==> config.mk <==
export PLATFORM = sky130hd
export DESIGN_NAME = ventilation_mode_controller_top
export DESIGN_NICKNAME = d
export VERILOG_FILES = /design/src/hw/rtl/vmc_pkg.sv /design/src/hw/rtl/vmc_mode_logic.sv /design/src/hw/rtl/ventilation_mode_controller_top.sv
export VERILOG_INCLUDE_DIRS = /design/src /design/src/hw/rtl
export SDC_FILE = /design/constraint.sdc
export NUM_CORES = 1
export LEC_CHECK = 0
export BUFFER_PORTS_ARGS = -buffer_cell sky130_fd_sc_hd__buf_2
export CAP_MARGIN = 5
export CORE_ASPECT_RATIO = 0.7
export CORE_MARGIN = 2
export CORE_UTILIZATION = 47
export CTS_CLUSTER_DIAMETER = 50
export CTS_CLUSTER_SIZE = 30
export DETAILED_ROUTE_END_ITERATION = 6
export PLACE_DENSITY_LB_ADDON = 0.15
export SYNTH_ARGS = -nofsm -noshare
export SYNTH_HDL_FRONTEND = slang
export SYNTH_SLANG_ARGS = --single-unit
export TNS_END_PERCENT = 1
==> constraint.sdc <==
create_clock -name clk -period 7.2 [get_ports clk]
set_input_delay 0.72 -clock clk [delete_from_list [all_inputs] [get_ports clk]]
set_output_delay 0.72 -clock clk [all_outputs]
set_load 0.02 [all_outputs]
==> src/hw/rtl/assert_macros.svh <==
// Assertion macros shared by the RTL of the ventilation mode controller.
// Depends on nothing; every macro expects signals clk and rst_n in scope.
`ifndef ASSERT_MACROS_SVH
`define ASSERT_MACROS_SVH

// Same-cycle implication, disabled during reset.
`define VMC_ASSERT_IMPL(label, ante, cons) \
    label: assert property (@(posedge clk) disable iff (!rst_n) (ante) |-> (cons)) \
        else $error("vmc assertion failed");

// Next-cycle implication, disabled during reset.
`define VMC_ASSERT_NEXT(label, ante, cons) \
    label: assert property (@(posedge clk) disable iff (!rst_n) (ante) |=> (cons)) \
        else $error("vmc assertion failed");

`endif

==> src/hw/rtl/vmc_pkg.sv <==
// Types and constants of the ventilation mode controller.
// Used by vmc_mode_logic and ventilation_mode_controller_top; depends on nothing.
`timescale 1ns / 1ps

package vmc_pkg;

    // Ventilation modes, in the encoding seen on the result fields.
    typedef enum logic [3:0] {
        MODE_INIT     = 4'd0,
        MODE_DAY      = 4'd1,
        MODE_NIGHT    = 4'd2,
        MODE_CO2DAY   = 4'd3,
        MODE_CO2NIGHT = 4'd4,
        MODE_RHDAY    = 4'd5,
        MODE_RHNIGHT  = 4'd6,
        MODE_COOK     = 4'd7,
        MODE_CYCDAY   = 4'd8,
        MODE_CYCNIGHT = 4'd9
    } mode_t;

    // Fan speed codes.
    localparam logic [1:0] FAN_LOW  = 2'd0;
    localparam logic [1:0] FAN_MED  = 2'd1;
    localparam logic [1:0] FAN_HIGH = 2'd2;

    // Configuration register indexes.
    localparam logic [2:0] CFG_CO2_HIGH      = 3'd0;
    localparam logic [2:0] CFG_CO2_LOW       = 3'd1;
    localparam logic [2:0] CFG_RH_HIGH       = 3'd2;
    localparam logic [2:0] CFG_RH_LOW        = 3'd3;
    localparam logic [2:0] CFG_WEEKDAY_START = 3'd4;
    localparam logic [2:0] CFG_WEEKEND_START = 3'd5;
    localparam logic [2:0] CFG_NIGHT_START   = 3'd6;

    // Configuration reset values.
    localparam logic [15:0] CO2_HIGH_RESET      = 16'd1000;
    localparam logic [15:0] CO2_LOW_RESET       = 16'd800;
    localparam logic [9:0]  RH_HIGH_RESET       = 10'd850;
    localparam logic [9:0]  RH_LOW_RESET        = 10'd700;
    localparam logic [4:0]  WEEKDAY_START_RESET = 5'd8;
    localparam logic [4:0]  WEEKEND_START_RESET = 5'd9;
    localparam logic [4:0]  NIGHT_START_RESET   = 5'd21;

    // One tick of readings.
    typedef struct packed {
        logic [4:0]  hour_now;
        logic        is_weekend;
        logic [15:0] co2_ppm;
        logic [9:0]  humidity_tenths;
        logic        cooking_time;
        logic        cycle_time_day;
        logic        cycle_time_night;
        logic        valves_locked;
    } in_item_t;

    // One result per tick.
    typedef struct packed {
        logic [3:0] acting_mode;
        logic [1:0] fan_speed;
        logic       move_valves;
        logic [3:0] next_mode;
    } out_item_t;

    // Threshold and schedule settings.
    typedef struct packed {
        logic [15:0] co2_high_ppm;
        logic [15:0] co2_low_ppm;
        logic [9:0]  rh_high_tenths;
        logic [9:0]  rh_low_tenths;
        logic [4:0]  weekday_start_hour;
        logic [4:0]  weekend_start_hour;
        logic [4:0]  night_start_hour;
    } cfg_t;

endpackage

==> src/hw/rtl/vmc_mode_logic.sv <==
// Combinational mode actions and next-mode selection for one tick.
// Depends on vmc_pkg.
`timescale 1ns / 1ps

module vmc_mode_logic
    import vmc_pkg::*;
(
    input  mode_t     mode,
    input  in_item_t  item,
    input  cfg_t      cfg,
    output out_item_t result
);

    logic [4:0] start_hour;
    logic       day;
    logic       night_hour;
    logic       co2_hi;
    logic       co2_lo;
    logic       rh_hi;
    logic       rh_lo;
    mode_t      act;
    mode_t      next;
    logic [1:0] fan;

    // Threshold compares; hysteresis comes from separate enter and leave levels.
    always_comb
    begin
        start_hour = item.is_weekend ? cfg.weekend_start_hour : cfg.weekday_start_hour;
        day        = (item.hour_now >= start_hour) && (item.hour_now < cfg.night_start_hour);
        night_hour = item.hour_now >= cfg.night_start_hour;
        co2_hi     = item.co2_ppm > cfg.co2_high_ppm;
        co2_lo     = item.co2_ppm < cfg.co2_low_ppm;
        rh_hi      = item.humidity_tenths > cfg.rh_high_tenths;
        rh_lo      = item.humidity_tenths < cfg.rh_low_tenths;
    end

    // Actions of the stored mode and the priority order for the next mode.
    always_comb
    begin
        act  = mode;
        fan  = FAN_LOW;
        next = MODE_INIT;
        unique case (mode)
            MODE_DAY:
            begin
                fan = FAN_MED;
                priority if (night_hour)      next = MODE_NIGHT;
                else if (co2_hi)              next = MODE_CO2DAY;
                else if (rh_hi)               next = MODE_RHDAY;
                else if (item.cooking_time)   next = MODE_COOK;
                else if (item.cycle_time_day) next = MODE_CYCDAY;
                else                          next = MODE_DAY;
            end
            MODE_NIGHT:
            begin
                priority if (day)               next = MODE_DAY;
                else if (co2_hi)                next = MODE_CO2NIGHT;
                else if (rh_hi)                 next = MODE_RHNIGHT;
                else if (item.cycle_time_night) next = MODE_CYCNIGHT;
                else                            next = MODE_NIGHT;
            end
            MODE_CO2DAY:
            begin
                fan = FAN_HIGH;
                priority if (co2_lo) next = MODE_DAY;
                else if (night_hour) next = MODE_CO2NIGHT;
                else                 next = MODE_CO2DAY;
            end
            MODE_CO2NIGHT:
            begin
                priority if (day) next = MODE_CO2DAY;
                else if (co2_lo)  next = MODE_NIGHT;
                else              next = MODE_CO2NIGHT;
            end
            MODE_RHDAY:
            begin
                fan = FAN_HIGH;
                priority if (rh_lo)  next = MODE_DAY;
                else if (night_hour) next = MODE_RHNIGHT;
                else                 next = MODE_RHDAY;
            end
            MODE_RHNIGHT:
            begin
                priority if (rh_lo) next = MODE_NIGHT;
                else if (day)       next = MODE_RHDAY;
                else                next = MODE_RHNIGHT;
            end
            MODE_COOK:
            begin
                fan  = FAN_HIGH;
                next = item.cooking_time ? MODE_COOK : MODE_DAY;
            end
            MODE_CYCDAY:
            begin
                fan = FAN_MED;
                priority if (!item.cycle_time_day) next = MODE_DAY;
                else if (rh_hi)                    next = MODE_RHDAY;
                else if (co2_hi)                   next = MODE_CO2DAY;
                else                               next = MODE_CYCDAY;
            end
            MODE_CYCNIGHT:
            begin
                priority if (!item.cycle_time_night) next = MODE_NIGHT;
                else if (rh_hi)                      next = MODE_RHNIGHT;
                else if (co2_hi)                     next = MODE_CO2NIGHT;
                else                                 next = MODE_CYCNIGHT;
            end
            default:
            begin
                // Init, and any code outside the mode list, behaves as init.
                act  = MODE_INIT;
                next = day ? MODE_DAY : MODE_NIGHT;
            end
        endcase
    end

    // Valve positioning is requested by every mode but init unless the valves are locked.
    always_comb
    begin
        result.acting_mode = act;
        result.fan_speed   = fan;
        result.move_valves = (act != MODE_INIT) && !item.valves_locked;
        result.next_mode   = next;
    end

endmodule

==> src/hw/rtl/ventilation_mode_controller_top.sv <==
// A transaction accepted at the input goes through the input register, then the result register.
// Throughput: one transaction per cycle unless out_ready stalls; the input register feeds the mode logic,
// whose result and mode update are registered in the same cycle.
// Reset (rst_n, asynchronous, active low) sets the init mode and the default
// thresholds and schedule, and empties both pipeline registers.
// Depends on vmc_pkg, vmc_mode_logic and assert_macros.svh.
`timescale 1ns / 1ps
`include "assert_macros.svh"

module ventilation_mode_controller_top
    import vmc_pkg::*;
(
    input  logic       clk,
    input  logic       rst_n,
    input  logic       in_valid,
    output logic       in_ready,
    input  in_item_t   in_data,
    output logic       out_valid,
    input  logic       out_ready,
    output out_item_t  out_data,
    input  logic       cfg_valid,
    output logic       cfg_ready,
    input  logic [2:0] cfg_index,
    input  logic [15:0] cfg_data
);

    cfg_t      cfg_reg;
    cfg_t      cfg_next;
    mode_t     mode_reg;
    logic      s1_valid_reg;
    in_item_t  s1_data_reg;
    logic      out_valid_reg;
    out_item_t out_data_reg;
    out_item_t result;
    logic      s1_advance;
    logic      mode_is_last_next;
    logic      out_acting_init;
    logic      out_fan_high;
    logic      out_high_fan_mode;

    // Configuration writes are always taken.
    assign cfg_ready = 1'b1;

    always_comb
    begin
        cfg_next = cfg_reg;
        if (cfg_valid)
        begin
            unique case (cfg_index)
                CFG_CO2_HIGH:      cfg_next.co2_high_ppm       = cfg_data;
                CFG_CO2_LOW:       cfg_next.co2_low_ppm        = cfg_data;
                CFG_RH_HIGH:       cfg_next.rh_high_tenths     = cfg_data[9:0];
                CFG_RH_LOW:        cfg_next.rh_low_tenths      = cfg_data[9:0];
                CFG_WEEKDAY_START: cfg_next.weekday_start_hour = cfg_data[4:0];
                CFG_WEEKEND_START: cfg_next.weekend_start_hour = cfg_data[4:0];
                CFG_NIGHT_START:   cfg_next.night_start_hour   = cfg_data[4:0];
                default:           cfg_next = cfg_reg;
            endcase
        end
    end

    always_ff @(posedge clk or negedge rst_n)
    begin
        if (!rst_n)
        begin
            cfg_reg.co2_high_ppm       <= CO2_HIGH_RESET;
            cfg_reg.co2_low_ppm        <= CO2_LOW_RESET;
            cfg_reg.rh_high_tenths     <= RH_HIGH_RESET;
            cfg_reg.rh_low_tenths      <= RH_LOW_RESET;
            cfg_reg.weekday_start_hour <= WEEKDAY_START_RESET;
            cfg_reg.weekend_start_hour <= WEEKEND_START_RESET;
            cfg_reg.night_start_hour   <= NIGHT_START_RESET;
        end
        else
        begin
            cfg_reg <= cfg_next;
        end
    end

    // Handshake: the input register moves on whenever the result register is free.
    assign s1_advance = s1_valid_reg && (!out_valid_reg || out_ready);
    assign in_ready   = !s1_valid_reg || s1_advance;
    assign out_valid  = out_valid_reg;
    assign out_data   = out_data_reg;

    // Input register.
    always_ff @(posedge clk or negedge rst_n)
    begin
        if (!rst_n)
        begin
            s1_valid_reg <= 1'b0;
        end
        else if (in_ready)
        begin
            s1_valid_reg <= in_valid;
        end
    end

    always_ff @(posedge clk)
    begin
        if (in_valid && in_ready)
        begin
            s1_data_reg <= in_data;
        end
    end

    vmc_mode_logic u_mode_logic
    (
        .mode   (mode_reg),
        .item   (s1_data_reg),
        .cfg    (cfg_reg),
        .result (result)
    );

    // Mode state and result register advance together, one tick per transaction.
    always_ff @(posedge clk or negedge rst_n)
    begin
        if (!rst_n)
        begin
            mode_reg      <= MODE_INIT;
            out_valid_reg <= 1'b0;
        end
        else
        begin
            if (s1_advance)
            begin
                mode_reg <= mode_t'(result.next_mode);
            end
            if (s1_advance)
            begin
                out_valid_reg <= 1'b1;
            end
            else if (out_ready)
            begin
                out_valid_reg <= 1'b0;
            end
        end
    end

    always_ff @(posedge clk)
    begin
        if (s1_advance)
        begin
            out_data_reg <= result;
        end
    end

    // Terms used by the checks below.
    assign mode_is_last_next = (mode_reg == mode_t'(out_data_reg.next_mode));
    assign out_acting_init   = out_valid_reg && (out_data_reg.acting_mode == MODE_INIT);
    assign out_fan_high      = out_valid_reg && (out_data_reg.fan_speed == FAN_HIGH);
    assign out_high_fan_mode = (out_data_reg.acting_mode == MODE_CO2DAY)
                            || (out_data_reg.acting_mode == MODE_RHDAY)
                            || (out_data_reg.acting_mode == MODE_COOK);

    // The stored mode is always the next mode of the last result produced.
    `VMC_ASSERT_NEXT(a_mode_follows_result, s1_advance, mode_is_last_next)
    // Init never asks for valve positioning.
    `VMC_ASSERT_IMPL(a_init_no_valves, out_acting_init, !out_data_reg.move_valves)
    // High fan speed belongs only to the high CO2 day, high RH day and cooking modes.
    `VMC_ASSERT_IMPL(a_fan_high_modes, out_fan_high, out_high_fan_mode)
    // A held input register must block new transactions.
    `VMC_ASSERT_IMPL(a_full_blocks_input, s1_valid_reg && !s1_advance, !in_ready)

endmodule

# Yosys cells after proc, flatten, opt, wreduce, memory -nomap -nowiden
# Cells that the tools add are included.
# totals
register_bits	120
input_bits	60
# op_classes
muxes	31
magnitude_cmp	7
n_reduce_logical	22
eq_ne	15
# ops
operator	count
4-bit two-way mux	20
4-bit case mux with 9 select lines	1
4-bit by 3-bit == test with 1-bit output, second input constant	4
16-bit greater-than comparator	1
16-bit < comparator	1
2-bit AND reduction	7
5-bit greater-or-equal comparator	2
10-bit greater-than comparator	1
10-bit < comparator	1
3-bit == test, second input constant	3
3-bit two-way mux	3
9-bit OR reduction	1
4-bit by 2-bit == test with 1-bit output, second input constant	2
4-bit == test, second input constant	2
3-bit by 2-bit == test with 1-bit output, second input constant	2
2-bit two-way mux	3
5-bit < comparator	1
5-bit two-way mux	1
4-bit by 1-bit == test with 1-bit output, second input constant	1
1-bit logical AND	4
2-bit case mux with 2 select lines	1
4-bit nonzero test	1
3-bit by 1-bit == test with 1-bit output, second input constant	1
1-bit logical NOT	3
6 further kinds	8

# Longest topological paths before layout
# depth
ltp_word	6
ltp_mapped	10

# By module
# A second synthesis with hierarchy kept.
# hier_totals
hier_cells	501
area_unflattened_um2	6217.2
# modules_own_cells
module	cells_per_inst	seq_area_each_um2	area_each_um2	instances
ventilation_mode_controller_top	214	3270.6	4251.6	1
vmc_mode_logic	287	0.0	1965.6	1

# Least setup slack after synthesis
# No wires, ideal clock.
# synth_timing
kind	flip-flop to flip-flop
start	reg s1_data_reg[30] (netlist name)
end	reg out_data_reg, in the netlist out_data[1] (data pin)
path_stages_with_launch	11
setup_time_ns	0.273
period_less_slack_ns	2.697
path_buffers	1
arrival_ns	2.423
setup_slack_ns	4.503
cell_sequence	edfxtp_1 -> clkbuf_1 -> mux2_2 -> ha_1 -> nor2b_1 -> o21ai_0 -> o211a_1 -> and2_1 -> o311a_1 -> a2111oi_2 -> a22oi_1
# synth_rtl
element	line_no	source
start, declared	ventilation_mode_controller_top.sv:31	in_item_t s1_data_reg;
start signal, assigned	ventilation_mode_controller_top.sv:103	s1_data_reg <= in_data;
end signal, assigned	ventilation_mode_controller_top.sv:144	out_data_reg <= result;
end, declared	ventilation_mode_controller_top.sv:33	out_item_t out_data_reg;

==> impl_metrics.toml <==
[run_status]
status = "finished, final reports clean"

[power_and_ir_drop]
vdd_ir_drop_max_mv = 0.164
pwr_density_cell_nw_per_um2 = 321
power_leakage_nw = 3.23

[clock_network]
clk_root_buffer_cell = "sky130_fd_sc_hd__clkbuf_16"
clkLatencyLatePin_ns = 0.41
htree_levels = 4
post-cts-setup-buffer-count = 0
cts.sink_count = 120
clk_pin_slew_worst_paths_ns = 0.06
clock_path_buffers = 2
cts_hold_buf = 0
clock_tree_from_tritoncts = "built"
cells_resized_by_post_cts_repair = 0
numCtsBuffers = 17

[route]
vias = 4382
route.detailed.drc = 0
drt-pass1-iter-count = 4
detail-route-antenna-nets = 0
routedWlPerCell_um = 17.3
totalWireLength_mm = 14.1
drtIter0Drc = 358
avgViaCountPerCell = 5.38

[worst_setup_path]
timing.setup.critical_path_class = "reg -> reg"
r2r_setup_slack_ns = 4.21
cp.arrival_ns = 3.13
worstPathRequired_ns = 7.35
ff2ff_path_depth = 9
r2r_end = "out_data[1]"
r2r_start = "s1_data_reg[30]"
timing.critical_path.from_type = "flip-flop"
setup.worst_path.end_class = "flip-flop"
critical_path.max_fanout = 5

[timing]
rsz0062_at_grt = "no"
slew_headroom = 0.205
maxSlewViolCount = 0
skew_ns = 0.0129
post-route-period-util = 0.415
finalSetupTns_ns = 0
setup_violations = 0
worst-slew-pin-transition_ns = 1.19
fin_crit_ns = 2.99
finalHoldViolations = 0
achievable-frequency_mhz = 335

[die]
ports_placed_on_the_boundary = 74
die_height_um = 100
die_area_um2 = 14200
core_area_um2 = 13100
die_x_um = 141
core.rowCount = 35
floorplan.initialDensity = 0.476

[grt]
grt.total_usage = 0.212
globalRoute.totalOverflow = 0
wire_length_of_the_first_global_routing_pass_mm = 22.9
maximum_number_of_pins_on_one_net_before_global_route_repair = 74
via_count_of_the_first_global_routing_pass = 4344
antenna_found_initial = 0

[logic_synthesis]
synth_edf_count = 47
synth.area.top_cells = "sky130_fd_sc_hd__edfxtp_1, sky130_fd_sc_hd__dfrtp_1, sky130_fd_sc_hd__ha_1"
ys_dominant_reg_cell = "sky130_fd_sc_hd__edfxtp_1"
post-synth-top-count-cell = "sky130_fd_sc_hd__nand2_1"
synth.yosys.warnings = 0
ys_async_sr_fraction = 0.608
post-synth-top-area-cell = "sky130_fd_sc_hd__edfxtp_1"
yosys_register_bits = 120
synth.cell_area_um2 = 6210
avgSynthCellArea_um2 = 11.1
synth_top_area_frac = 0.227
synthCells = 557
synth_common_cells = "sky130_fd_sc_hd__nand2_1, sky130_fd_sc_hd__inv_1, sky130_fd_sc_hd__ha_1, sky130_fd_sc_hd__o21ai_0"
synth_cell_types = 62
seq_area_frac_synth = 0.527
synthesis.nets = 677

[placement]
port_buffers = 72
post_dp_hpwl_mm = 10.2
gpl.final_weighted_congestion = 0.934
place_inst = 783

[final_layout]
antenna_cells = 0
final.fill_count = 1142
multi_input_area_um2 = 2650
number_of_flip_flops_in_the_largest_register = 67
seqCellArea_um2 = 3270
final_layout_size_suffix_gt1_frac = 0.268
area_overhead_vs_synth_pct = 17.6
stdcell_count = 815
finish.net_count = 756

[min_path]
hold_class = "in -> reg"
hold-path-endpoint = "s1_data_reg[35]"
whs_path_depth = 1
holdCritStartpoint = "in_data[35]"

[job]
maxCapViolCount = 0
[worst max-delay path: stages, from the launching register on]
cell and delay (ns):
sky130_fd_sc_hd__edfxtp_1 0.50, sky130_fd_sc_hd__mux2_2 0.37, sky130_fd_sc_hd__ha_1 0.28, sky130_fd_sc_hd__nor2b_1 0.12, sky130_fd_sc_hd__o21ai_0 0.11, sky130_fd_sc_hd__o211a_1 0.20
sky130_fd_sc_hd__and2_1 0.24, sky130_fd_sc_hd__o311a_1 0.33, sky130_fd_sc_hd__a2111oi_2 0.46, sky130_fd_sc_hd__a22oi_1 0.11
[where the power goes]
part / internal, mW / total [mW] / switching [mW]
combinational: 0.246 / 0.605 / 0.359
clock: 0.498 / 0.792 / 0.295
sequential: 0.870 / 0.947 / 0.0768
total: 1.61 / 2.34 / 0.731
[metal layers]
metal | up-vias | track usage | wire length (um)
met4 | 0 | 0.0592 | 127
met1 | 2116 | 0.317 | 7350
met2 | 106 | 0.311 | 5880
li1 | 2150 | - | -
met5 | - | 0 | 0
met3 | 10 | 0.0477 | 711
[layout by cell type (no fill, tap or decap), drive strengths merged, types with 3 or more instances in the layout]
| master | n |
|---|---|
| a31oi | 3 |
| buf | 75 |
| dfstp | 26 |
| clkbuf | 23 |
| nor4 | 5 |
| dfrtp | 47 |
| clkinvlp | 3 |
| and3 | 3 |
| o21a | 4 |
| ha | 60 |
| o21ai | 53 |
| nor2 | 16 |
| o211ai | 5 |
| nand2b | 11 |
| nor2b | 4 |
| inv | 62 |
| a21o | 5 |
| o31ai | 3 |
| mux2i | 4 |
| mux2 | 30 |
| and2 | 4 |
| nand3 | 6 |
| a21oi | 27 |
| nor3b | 3 |
| clkinv | 6 |
| nor3 | 3 |
| edfxtp | 47 |
| nand4b | 3 |
| nand2 | 63 |
| nand4 | 9 |
| or3 | 4 |
[how the worst max path moves through the flow]
| stage | from | end | slack [ns] | depth (start not counted) |
|---|---|---|---|---|
| after floorplan | s1_data_reg[30] | out_data[1] | 4.50 | 10 |
| after global placement | cfg_reg[34] | out_data[2] | 4.42 | 9 |
| after detailed placement | s1_data_reg[30] | out_data[1] | 4.23 | 9 |
| after CTS | s1_data_reg[30] | out_data[1] | 4.21 | 9 |
| after global routing | s1_data_reg[30] | out_data[1] | 3.98 | 9 |
| final | s1_data_reg[30] | out_data[1] | 4.21 | 9 |
[final cells by class]
type                       count  share of cell area
sequential                   120               0.448
multi-input combinational    359               0.363
clock buffer                  23              0.0655
timing repair buffer          75              0.0524
inverter                      63              0.0324
tap                          166              0.0284
clock inverter                 9              0.0105
[per-stage QoR]
stage,power (mW),area [um^2],util,hold slack [ns],setup WS [ns]
after global routing,2.48,7300,0.559,0.464,3.98
after floorplan,1.37,6210,-,0.424,4.50
after detailed placement,1.56,6750,0.517,0.495,4.23
final,2.34,7300,0.559,0.477,4.21
after global placement,1.54,6750,0.517,0.474,4.42
after CTS,2.36,7300,0.559,0.466,4.21
[kinds of logic after synthesis]
family | share of synthesized area
buffers and inverters | 0.0486
AOI/OAI and AO/OA | 0.124
other | 0.000604
and+or+nand+nor | 0.119
muxes | 0.0608
adders and majority gates | 0.121
DFF | 0.527
Power figures use the tool's default switching activity.
